File: src/hdl/alarm_zone_entry_delay_unit_defines.svh
// Assertion macros for the alarm zone entry-delay unit.
`ifndef ALARM_ZONE_ENTRY_DELAY_UNIT_DEFINES_SVH
`define ALARM_ZONE_ENTRY_DELAY_UNIT_DEFINES_SVH

// Same-cycle implication, checked outside reset
`define AZED_ASSERT_NOW(lbl, ante, cons, msg) \
  lbl: assert property (@(posedge clk) disable iff (!rst_n) (ante) |-> (cons)) \
    else $error(msg);

// Next-cycle implication, checked outside reset
`define AZED_ASSERT_NEXT(lbl, ante, cons, msg) \
  lbl: assert property (@(posedge clk) disable iff (!rst_n) (ante) |=> (cons)) \
    else $error(msg);

`endif

File: src/hdl/azed_pkg.sv
// Package: codes, constants and stage types for the alarm zone entry-delay unit.
`timescale 1ns / 1ps

package azed_pkg;

  // Item actions
  localparam logic [1:0] ACT_TICK   = 2'd0;
  localparam logic [1:0] ACT_REPORT = 2'd1;
  localparam logic [1:0] ACT_TOGGLE = 2'd2;
  localparam logic [1:0] ACT_CLEAR  = 2'd3;

  // Zone status codes
  localparam logic [1:0] ST_OK    = 2'd0;
  localparam logic [1:0] ST_ALARM = 2'd1;
  localparam logic [1:0] ST_NOSIG = 2'd2;
  localparam logic [1:0] ST_BAD   = 2'd3;

  // Configuration register indexes
  localparam logic REG_MIN_HOLD    = 1'b0;
  localparam logic REG_ENTRY_DELAY = 1'b1;

  // Reset values of the configuration registers
  localparam logic [15:0] MIN_HOLD_RST    = 16'd1000;
  localparam logic [19:0] ENTRY_DELAY_RST = 20'd30000;

  // Divide by 1000: drop three bits, then multiply by ceil(2^24/125) and shift
  localparam logic [17:0] DIV125_K     = 18'd134218;
  localparam int          DIV125_SHIFT = 24;

  // Word after the state update
  typedef struct packed {
    logic        armed;
    logic        tv;
    logic [31:0] elapsed;
    logic        seen;
    logic [1:0]  first;
  } b_stage_t;

  // Word with the remaining delay in milliseconds
  typedef struct packed {
    logic        armed;
    logic        tv;
    logic [19:0] rem_ms;
    logic        seen;
    logic [1:0]  first;
  } c_stage_t;

endpackage

File: src/hdl/alarm_zone_entry_delay_unit.sv
// Top level: alarm panel core with zone status, arming and entry-delay countdown.
//
//  channel | ports                                   | handshake
//  --------+-----------------------------------------+----------------
//  in      | in_action, in_zone, in_zone_status      | in_valid/in_stall
//  out     | out_armed .. out_first_alarm_zone       | out_valid/out_stall
//  cfg     | cfg_index, cfg_wdata                    | cfg_we, no wait
//
// One word per cycle sustained while out_stall is low; each word passes through the
// four-register chain: input, state update, delay subtract, divide.
// Synchronous active-low reset clears the valid bits, panel state and configuration to defaults.
// Each stage moves on when the one after it is empty or moving, so a stalled
// output fills the chain before in_stall rises.
`timescale 1ns / 1ps
`include "alarm_zone_entry_delay_unit_defines.svh"

module alarm_zone_entry_delay_unit
  import azed_pkg::*;
#(
  parameter int ZONES = 3
) (
  input  logic        clk,
  input  logic        rst_n,
  // input channel
  input  logic        in_valid,
  output logic        in_stall,
  input  logic [1:0]  in_action,
  input  logic [1:0]  in_zone,
  input  logic [1:0]  in_zone_status,
  // result channel
  output logic        out_valid,
  input  logic        out_stall,
  output logic        out_armed,
  output logic        out_trigger_pending,
  output logic [10:0] out_seconds_left,
  output logic        out_alarm_seen,
  output logic [1:0]  out_first_alarm_zone,
  // configuration port
  input  logic        cfg_we,
  input  logic        cfg_index,
  input  logic [19:0] cfg_wdata
);

  // configuration registers
  logic [15:0] min_hold_r;
  logic [19:0] entry_delay_r;

  always_ff @(posedge clk) begin
    if (!rst_n) begin
      min_hold_r    <= MIN_HOLD_RST;
      entry_delay_r <= ENTRY_DELAY_RST;
    end else if (cfg_we) begin
      unique case (cfg_index)
        REG_MIN_HOLD:    min_hold_r    <= cfg_wdata[15:0];
        REG_ENTRY_DELAY: entry_delay_r <= cfg_wdata;
        default:         ;
      endcase
    end
  end

  // pipeline flow control
  logic a_v_r, b_v_r, c_v_r, d_v_r;
  logic a_adv, b_adv, c_adv, d_adv;

  assign d_adv    = !d_v_r || !out_stall;
  assign c_adv    = !c_v_r || d_adv;
  assign b_adv    = !b_v_r || c_adv;
  assign a_adv    = !a_v_r || b_adv;
  assign in_stall = !a_adv;

  always_ff @(posedge clk) begin
    if (!rst_n) begin
      a_v_r <= 1'b0;
      b_v_r <= 1'b0;
      c_v_r <= 1'b0;
      d_v_r <= 1'b0;
    end else begin
      if (a_adv) a_v_r <= in_valid;
      if (b_adv) b_v_r <= a_v_r;
      if (c_adv) c_v_r <= b_v_r;
      if (d_adv) d_v_r <= c_v_r;
    end
  end

  // input register
  logic [1:0] a_action_r, a_zone_r, a_status_r;

  always_ff @(posedge clk) begin
    if (in_valid && a_adv) begin
      a_action_r <= in_action;
      a_zone_r   <= in_zone;
      a_status_r <= in_zone_status;
    end
  end

  // panel state
  logic [31:0] now_r, now_nxt;
  logic [31:0] elapsed_r, elapsed_nxt;   // now minus trigger time
  logic        tv_r, tv_nxt;
  logic        armed_r, armed_nxt;
  logic [1:0]  zs_r  [ZONES];
  logic [1:0]  zs_nxt[ZONES];
  logic [31:0] act_r  [ZONES];
  logic [31:0] act_nxt[ZONES];
  logic        a_fire;
  logic        seen_nxt;
  logic [1:0]  first_nxt;

  assign a_fire = a_v_r && b_adv;

  // state update for the word in the input register
  always_comb begin
    logic        set_trig;
    logic        hit;
    logic        faulted;
    logic        ignore;
    logic        apply;
    logic [31:0] age;
    set_trig  = 1'b0;
    now_nxt   = now_r;
    armed_nxt = armed_r;
    tv_nxt    = tv_r;
    for (int i = 0; i < ZONES; i++) begin
      zs_nxt[i]  = zs_r[i];
      act_nxt[i] = act_r[i];
      hit     = a_action_r == ACT_REPORT && a_status_r != ST_BAD &&
                {2'b00, a_zone_r} == 4'(i);
      faulted = zs_r[i] == ST_ALARM || zs_r[i] == ST_NOSIG;
      age     = now_r - act_r[i];
      ignore  = faulted && ((a_status_r == ST_OK && age < {16'd0, min_hold_r}) ||
                            (a_status_r != ST_OK && a_status_r == zs_r[i]));
      apply   = hit && !ignore;
      if (apply) zs_nxt[i] = a_status_r;
      if (apply && a_status_r != ST_OK && armed_r) begin
        act_nxt[i] = now_r;
        set_trig   = 1'b1;
      end
    end
    case (a_action_r)
      ACT_TICK:   now_nxt   = now_r + 32'd1;
      ACT_TOGGLE: armed_nxt = !armed_r;
      ACT_CLEAR:  tv_nxt    = 1'b0;
      default:    ;
    endcase
    if (set_trig) begin
      tv_nxt      = 1'b1;
      elapsed_nxt = '0;
    end else if (a_action_r == ACT_TICK) begin
      elapsed_nxt = elapsed_r + 32'd1;
    end else begin
      elapsed_nxt = elapsed_r;
    end
  end

  // lowest zone in alarm after the update
  always_comb begin
    seen_nxt  = 1'b0;
    first_nxt = '0;
    for (int i = ZONES - 1; i >= 0; i--) begin
      if (zs_nxt[i] == ST_ALARM) begin
        seen_nxt  = 1'b1;
        first_nxt = 2'(i);
      end
    end
  end

  always_ff @(posedge clk) begin
    if (!rst_n) begin
      now_r     <= '0;
      elapsed_r <= '0;
      tv_r      <= 1'b0;
      armed_r   <= 1'b0;
      for (int i = 0; i < ZONES; i++) begin
        zs_r[i]  <= ST_OK;
        act_r[i] <= '0;
      end
    end else if (a_fire) begin
      now_r     <= now_nxt;
      elapsed_r <= elapsed_nxt;
      tv_r      <= tv_nxt;
      armed_r   <= armed_nxt;
      for (int i = 0; i < ZONES; i++) begin
        zs_r[i]  <= zs_nxt[i];
        act_r[i] <= act_nxt[i];
      end
    end
  end

  // stage B: snapshot after the update
  b_stage_t b_r;

  always_ff @(posedge clk) begin
    if (a_fire) begin
      b_r.armed   <= armed_nxt;
      b_r.tv      <= tv_nxt;
      b_r.elapsed <= elapsed_nxt;
      b_r.seen    <= seen_nxt;
      b_r.first   <= first_nxt;
    end
  end

  // stage C: remaining delay in milliseconds, zero once expired or with no trigger pending
  c_stage_t c_r;
  logic     b_live;

  assign b_live = b_r.tv && b_r.elapsed < {12'd0, entry_delay_r};

  always_ff @(posedge clk) begin
    if (b_v_r && c_adv) begin
      c_r.armed  <= b_r.armed;
      c_r.tv     <= b_r.tv;
      c_r.rem_ms <= b_live ? entry_delay_r - b_r.elapsed[19:0] : '0;
      c_r.seen   <= b_r.seen;
      c_r.first  <= b_r.first;
    end
  end

  // stage D: whole seconds by reciprocal multiply
  logic [34:0] sec_prod;
  logic [10:0] sec_r;
  logic        d_armed_r, d_tv_r, d_seen_r;
  logic [1:0]  d_first_r;

  assign sec_prod = {1'b0, c_r.rem_ms[19:3]} * {17'd0, DIV125_K};

  always_ff @(posedge clk) begin
    if (c_v_r && d_adv) begin
      sec_r     <= sec_prod[DIV125_SHIFT +: 11];
      d_armed_r <= c_r.armed;
      d_tv_r    <= c_r.tv;
      d_seen_r  <= c_r.seen;
      d_first_r <= c_r.first;
    end
  end

  assign out_valid            = d_v_r;
  assign out_armed            = d_armed_r;
  assign out_trigger_pending  = d_tv_r;
  assign out_seconds_left     = sec_r;
  assign out_alarm_seen       = d_seen_r;
  assign out_first_alarm_zone = d_first_r;

  // checks
  `AZED_ASSERT_NEXT(a_clear_drops_trigger, a_fire && a_action_r == ACT_CLEAR, !b_r.tv,
                    "clear action left trigger pending")
  `AZED_ASSERT_NOW(a_rem_needs_trigger, c_v_r && c_r.rem_ms != 20'd0, c_r.tv,
                   "delay remaining without a trigger")
  `AZED_ASSERT_NOW(a_stall_only_when_full, in_stall, a_v_r && b_v_r && c_v_r && d_v_r,
                   "input stalled with a free stage")

endmodule

File: config.mk
export PLATFORM = sky130hd
export DESIGN_NAME = alarm_zone_entry_delay_unit
export DESIGN_NICKNAME = d
export VERILOG_FILES = /design/src/hdl/azed_pkg.sv /design/src/hdl/alarm_zone_entry_delay_unit.sv
export VERILOG_INCLUDE_DIRS = /design/src /design/src/hdl
export SDC_FILE = /design/constraint.sdc
export NUM_CORES = 1
export LEC_CHECK = 0
export BUFFER_PORTS_ARGS = -buffer_cell sky130_fd_sc_hd__buf_2
export CORE_AREA = 2 2 240 242
export CTS_CLUSTER_DIAMETER = 120
export DETAILED_ROUTE_END_ITERATION = 8
export DIE_AREA = 0 0 242 244
export GPL_TIMING_DRIVEN = 0
export SLEW_MARGIN = 40
export SYNTH_ARGS = -nofsm -noshare
export SYNTH_HDL_FRONTEND = slang
export SYNTH_SLANG_ARGS = --single-unit
File: constraint.sdc
create_clock -name clk -period 6.4 [get_ports clk]
set_input_delay 1.92 -clock clk [delete_from_list [all_inputs] [get_ports clk]]
set_output_delay 1.92 -clock clk [all_outputs]
set_load 0.01 [all_outputs]
==> results_dict.tcl, run 1 <==
set metrics [dict create \
    status "complete, no violations" \
    firstDrtPassIters 7 \
    comb_power_share 0.172 \
    path_delay_family "compound AO/OA/AOI/OAI gates" \
    rsz0062_at_grt "no" \
    synth_edf_count 183 \
    die_h_um 244 \
    synth_top_area_share 0.246 \
    antenna_found_initial 3 \
    start_kind "flip-flop" \
    final_hold_viol_count 0 \
    port_buffers 49 \
    worstPathRequired_ps 6780 \
    whs_ps 419 \
    drt-wirelength-per-cell_um 17.9 \
    finalPower_uw 5010 \
    wl_um 59200 \
    place.gp.congestion 0.879 \
    finalSetupViolCount 0 \
    leakagePower_uw 0.0111 \
    core.rowCount 87 \
    ir_drop_v 0.000160 \
    maxCapViolations 0 \
    dp_cells 3236 \
    yosysUniqueCellTypes 85 \
    coreArea_um2 56200 \
    crit_type "reg -> reg" \
    fin_crit_ps 6090 \
    power.density_nw_per_um2 201 \
    syn_to_final_growth_pct 11.7 \
    track_usage 0.197 \
    drt_iter0_drc 1118 \
    yosysMostFrequentCell "ha_1" \
    initial_core_util 0.397 \
    mappedNetlistNets 2819 \
    clock-sinks 289 \
    finalCritPeriodShare 0.951 \
    slew_headroom 0.436 \
    dieArea_um2 59000 \
    syn_area_um2 22300 \
    cp_num_buf_inv 3 \
    hold_path.class "reg -> reg" \
    async_flop_share 0 \
    grt_pass1_wl_um 93100 \
    finalNetCount 2912 \
    fillers 5422 \
    internal_power_uw 3670 \
    synth_cells 2427 \
    synth_top_area_cell "edfxtp_1" \
    max_freq_mhz 164 \
    final_area_um2 24900 \
    die_x_um 242 \
    switchingPower_uw 1330 \
    cp.arrival_ps 6460 \
    synth_common_cells "315 x ha_1, 287 x inv_1, 219 x nand2_1" \
    drive_above_1_share 0.0719 \
    tightest_slew_ps 846 \
    avgSynthCellArea_um2 9.19 \
    clock_latency_ps 540 \
    synth_ff_type "edfxtp_1" \
    htree_levels 2 \
    grt_max_degree 39 \
    cts_tree "done" \
    postRouteAntennaNets 0 \
    ys_seq_elements 289 \
    path_common_cell "a211oi_2" \
    first_global_vias 17326 \
    synthTopCellsByArea "edfxtp_1 25%, ha_1 18%, dfxtp_1 9.5%, inv_1 4.8%, a21oi_1 4.2%" \
    clkPwrFrac 0.412 \
    drc_errors 0 \
    yosysSeqAreaShare 0.342 \
    worstPathCellList "ha_1, a21oi_1, nor3_1, a211oi_2, nand2_1, a31oi_2, xnor2_1, ha_1, or4_4, nor4b_2, nand4_1, a211oi_2, o2111ai_1, a2111oi_2, nand4_1, or4_4, a211oi_2, a21oi_1, buf_4, buf_6, buf_2, nor2_1" \
    power_frac_seq 0.416 \
    viasPerCell 5.41 \
    max_stage_delay_ps 540 \
    grt_remaining_overflow 0 \
    final_max_slew_viol_count 0 \
    cts_buffers 34 \
    synth_warnings 0 \
    vias 17873 \
    fin_cells 3303 \
    pin_count 50 \
    clockBufferDepth 3 \
    root_buffer "clkbuf_16" \
    dpl.hpwl_um 46900 \
    swShare 0.266 \
    postPlaceCellArea_um2 23600 \
    end_kind "flip-flop" \
    skew_ps 16.1 \
    path_max_fanout 10 \
    final_core_util 0.443 \
    clkTransAtPathRegs_ps 60 \
    cpMaxStageDelayCell "or4_4" \
]
[final cells by class]
type / instances / area, µm² / area share
diodes: 2 / 5.00 / 0.000201
plain buffers: 68 / 288 / 0.0116
clock buffers: 49 / 1030 / 0.0414
clock inverters: 12 / 164 / 0.00658
inverters: 288 / 1080 / 0.0434
multi-input cells: 1782 / 13400 / 0.539
flip-flops and latches: 289 / 7620 / 0.306
well taps: 756 / 946 / 0.0380
repair buffers: 57 / 353 / 0.0142
[power by group through the flow]
| stage | combinational, µW | clock, µW | sequential, µW |
|---|---|---|---|
| 2_1_floorplan | 621 | 0 | 2110 |
| 3_3_place_gp | 825 | 0 | 2130 |
| 3_5_place_dp | 856 | 0 | 2130 |
| 4_1_cts | 867 | 2110 | 2090 |
| 5_1_grt | 994 | 2180 | 2090 |
| 6_report | 861 | 2060 | 2090 |
[final timing paths]
| path | from | to | depth (start not counted) | slack [ps] |
|---|---|---|---|---|
| worst max-delay path | now_r[6]$_SDFFE_PN0P_ | b_r[27]$_DFFE_PP_ | 22 | 310 |
| worst min register to register | b_r[2]$_SDFFCE_PP1P_ | c_r[2]$_DFFE_PP_ | 0 | 420 |
| worst max register to register | now_r[6]$_SDFFE_PN0P_ | b_r[27]$_DFFE_PP_ | 22 | 310 |
| worst min-delay path | b_r[2]$_SDFFCE_PP1P_ | c_r[2]$_DFFE_PP_ | 0 | 420 |
[state kept, by name (all words and copies together), names as in the netlist, 2 cells and up]
name / flops
out_first_alarm_zone: 2
a_zone_r: 2
elapsed_r: 32
c_r: 22
b_r: 37
a_status_r: 2
out_seconds_left: 11
min_hold_r: 16
a_action_r: 2
now_r: 32
zs_r: 6
entry_delay_r: 20
act_r: 96
[kinds of logic (layout without fill, tap and decap cells)]
group                      after synthesis  after routing  synth area share
and+or+nand+nor                        717            717             0.158
AOI/OAI and AO/OA                      565            565             0.167
adders and majority gates              360            360             0.217
buffers and inverters                  356            474            0.0609
DFF                                    289            289             0.342
xor gates and xnor gates               124            124            0.0487
muxes                                   16             16           0.00724
other                                    0              2                 0
[layout by cell type, fill, tap and decap left out, types with 59 or more instances in the layout]
cell	Yosys	final
a21o_1	60	60
a21oi_1	189	188
clkbuf_1	59	59
dfxtp_1	106	104
edfxtp_1	183	183
ha_1	315	315
inv_1	287	287
nand2_1	219	216
nor2_1	173	173
o21ai_0	88	85
xnor2_1	62	62
xor2_1	62	62
[metrics by stage]
step / setup WS (ps) / TNS [ps]
after floorplan: 988 / 0
after global placement: -806 / -43590
after detailed placement: -183 / -3600
after CTS: 1.75 / 0
after global routing: 8.60 / 0
final: 314 / 0
[what timing repair did]
item | in CTS | in global routing
buffers inserted | 1 | 3
gates cloned | 0 | 0
pin swaps | 1 | 2
endpoints found under the setup margin | 36 | 133
gates resized for setup | 3 | 16
hold buffers | 0 | 0
[per-layer routing]
layer | vias to the layer above | wire, µm | track usage
met5 | - | 23 | 0
met4 | 4 | 1770 | 0.0654
met3 | 89 | 3180 | 0.0335
met2 | 448 | 27300 | 0.331
met1 | 8505 | 26800 | 0.259
li1 | 8827 | - | -
Note: power is estimated with default switching activity, not from simulation.
==> run 2: changes to the inputs <==
BUFFER_PORTS_ARGS = -buffer_cell sky130_fd_sc_hd__buf_4   (was -buffer_cell sky130_fd_sc_hd__buf_2)
RECOVER_POWER = 25   (was not set)
==> results_dict.tcl, run 2 (same netlist as run 1, synthesis figures left out) <==
set metrics [dict create \
    status "complete, no violations" \
    cts_tree "done" \
    reg.largest.list "act_r x96, b_r x37" \
    clock-sinks 289 \
    antenna_cells 0 \
    drt-wirelength-per-cell_um 17.8 \
    max_freq_mhz 165 \
    cts_buffers 35 \
    end_kind "flip-flop" \
    path_max_fanout 10 \
    fillers 5518 \
    ir_drop_v 0.000194 \
    grt_max_degree 33 \
    drc_errors 0 \
    first_global_vias 17221 \
    vias 17778 \
    layout_commonest_cell "ha_1" \
    worstPathCellList "ha_1, clkbuf_1, nand2_1, nor2_1, o2111ai_1, o211ai_1, a31oi_1, xnor2_1, ha_1, a221o_1, a2111oi_1, o211a_1, o311ai_0, a311oi_1, o2111ai_1, nor4_2, nand4_1, buf_4, o41ai_4, a21oi_1, buf_4, buf_6, buf_2, nor2_1" \
    r2r-end "b_r[27]$_DFFE_PP_" \
    largest-register "act_r" \
    htree_levels 2 \
    wl_um 58700 \
    pin_count 50 \
    cpMaxStageDelayCell "a2111oi_1" \
    power.density_nw_per_um2 201 \
    port_buffers 49 \
    start_kind "flip-flop" \
    clockBufferDepth 3 \
    dp_cells 3236 \
    die_h_um 244 \
    core.rowCount 87 \
    postRouteAntennaNets 0 \
    maxCapViolations 0 \
    final_hold_viol_count 0 \
    largest_reg_flops 96 \
    cts_hold_buf 0 \
    finalCritPeriodShare 0.947 \
    multi_input_area_um2 13400 \
    timing.rr.start "now_r[8]$_SDFFE_PN0P_" \
    cp.arrival_ps 6430 \
    finalPower_uw 5000 \
    coreArea_um2 56200 \
    initial_core_util 0.397 \
    crit_end "b_r[27]$_DFFE_PP_" \
    clock_latency_ps 550 \
    hold_path.class "reg -> reg" \
    track_usage 0.197 \
    antenna_found_initial 2 \
    worstPathRequired_ps 6770 \
    startpoint "now_r[8]$_SDFFE_PN0P_" \
    crit_type "reg -> reg" \
    root_buffer "clkbuf_16" \
    drt_iter0_drc 1032 \
    place.gp.congestion 0.872 \
    regArea_um2 7620 \
    drive_above_1_share 0.0624 \
    r2r_setup_slack_ps 340 \
    final_area_um2 24900 \
    final_max_slew_viol_count 0 \
    grt_pass1_wl_um 93100 \
    slew_headroom 0.243 \
    finalNetCount 2913 \
    firstDrtPassIters 7 \
    layout_common_cells "315 x ha_1, 288 x inv_1, 216 x nand2_1" \
    leakagePower_uw 0.0110 \
    fin_crit_ps 6060 \
    reg2regPathDepth 24 \
    finalSetupViolCount 0 \
    final_core_util 0.443 \
    die_x_um 242 \
    tightest_slew_ps 1130 \
    postPlaceCellArea_um2 23700 \
    skew_ps 19.8 \
    clkTransAtPathRegs_ps 60 \
    dieArea_um2 59000 \
    viasPerCell 5.38 \
    grt_remaining_overflow 0 \
    dpl.hpwl_um 46600 \
    syn_to_final_growth_pct 11.7 \
    max_stage_delay_ps 470 \
    fin_cells 3303 \
]
run 2: layout make-up:
cell class | count | area share
repair buffers | 57 | 0.0152
flip-flops and latches | 289 | 0.306
well taps | 756 | 0.0380
inverters | 288 | 0.0434
multi-input cells | 1782 | 0.538
clock buffers | 47 | 0.0403
clock inverters | 16 | 0.00774
plain buffers | 68 | 0.0114
run 2: per-stage QoR:
| stage | setup WS, ps | hold slack (ps) | setup TNS (ps) |
|---|---|---|---|
| finish | 342 | 418 | 0 |
| global route | -54.4 | 428 | -269 |
| CTS | 9.17 | 420 | 0 |
| detailed placement | -210 | 405 | -4600 |
| global placement | -794 | 407 | -43030 |
| floorplan | 988 | 400 | 0 |
run 2: routing by layer:
layer  GRT usage  wire, µm  vias up
li1            -         -     8834
met1       0.267     27500     8487
met2       0.320     26400      367
met3      0.0294      2880       88
met4      0.0708      1980        2
met5           0        13        -
run 2: timing repair:
item,CTS,global route
setup endpoints to repair,36,128
endpoints found under the hold margin,0,0
pin swaps,1,2
setup buffers,1,3
resized for setup,2,18
run 2: worst min path at each step:
stage	startpoint	to	slack, ps	cells after the start
after floorplan	b_r[0]$_SDFFCE_PN0P_	c_r[0]$_DFFE_PP_	400	0
after global placement	c_r[24]$_DFFE_PP_	out_armed$_DFFE_PP_	410	0
after detailed placement	c_r[0]$_DFFE_PP_	out_first_alarm_zone[0]$_DFFE_PP_	400	0
after CTS	b_r[2]$_SDFFCE_PP1P_	c_r[2]$_DFFE_PP_	420	0
after global routing	b_r[2]$_SDFFCE_PP1P_	c_r[2]$_DFFE_PP_	430	0
final	b_r[2]$_SDFFCE_PP1P_	c_r[2]$_DFFE_PP_	420	0
run 2: critical path: cells and delay by family (launching register included):
| family | cells | cell delay [ps] |
|---|---|---|
| AO/OA/AOI/OAI | 11 | 2970 |
| XOR/XNOR | 1 | 160 |
| adder cells (fa/ha/maj) | 2 | 580 |
| buffers and inverters | 5 | 1010 |
| flip-flops | 1 | 410 |
| AND/OR/NAND/NOR | 5 | 770 |
run 2: where the power goes:
part | internal (µW) | total [µW] | switching [µW]
combinational | 346 | 859 | 512
clock | 1270 | 2060 | 795
sequential | 2050 | 2090 | 37.8
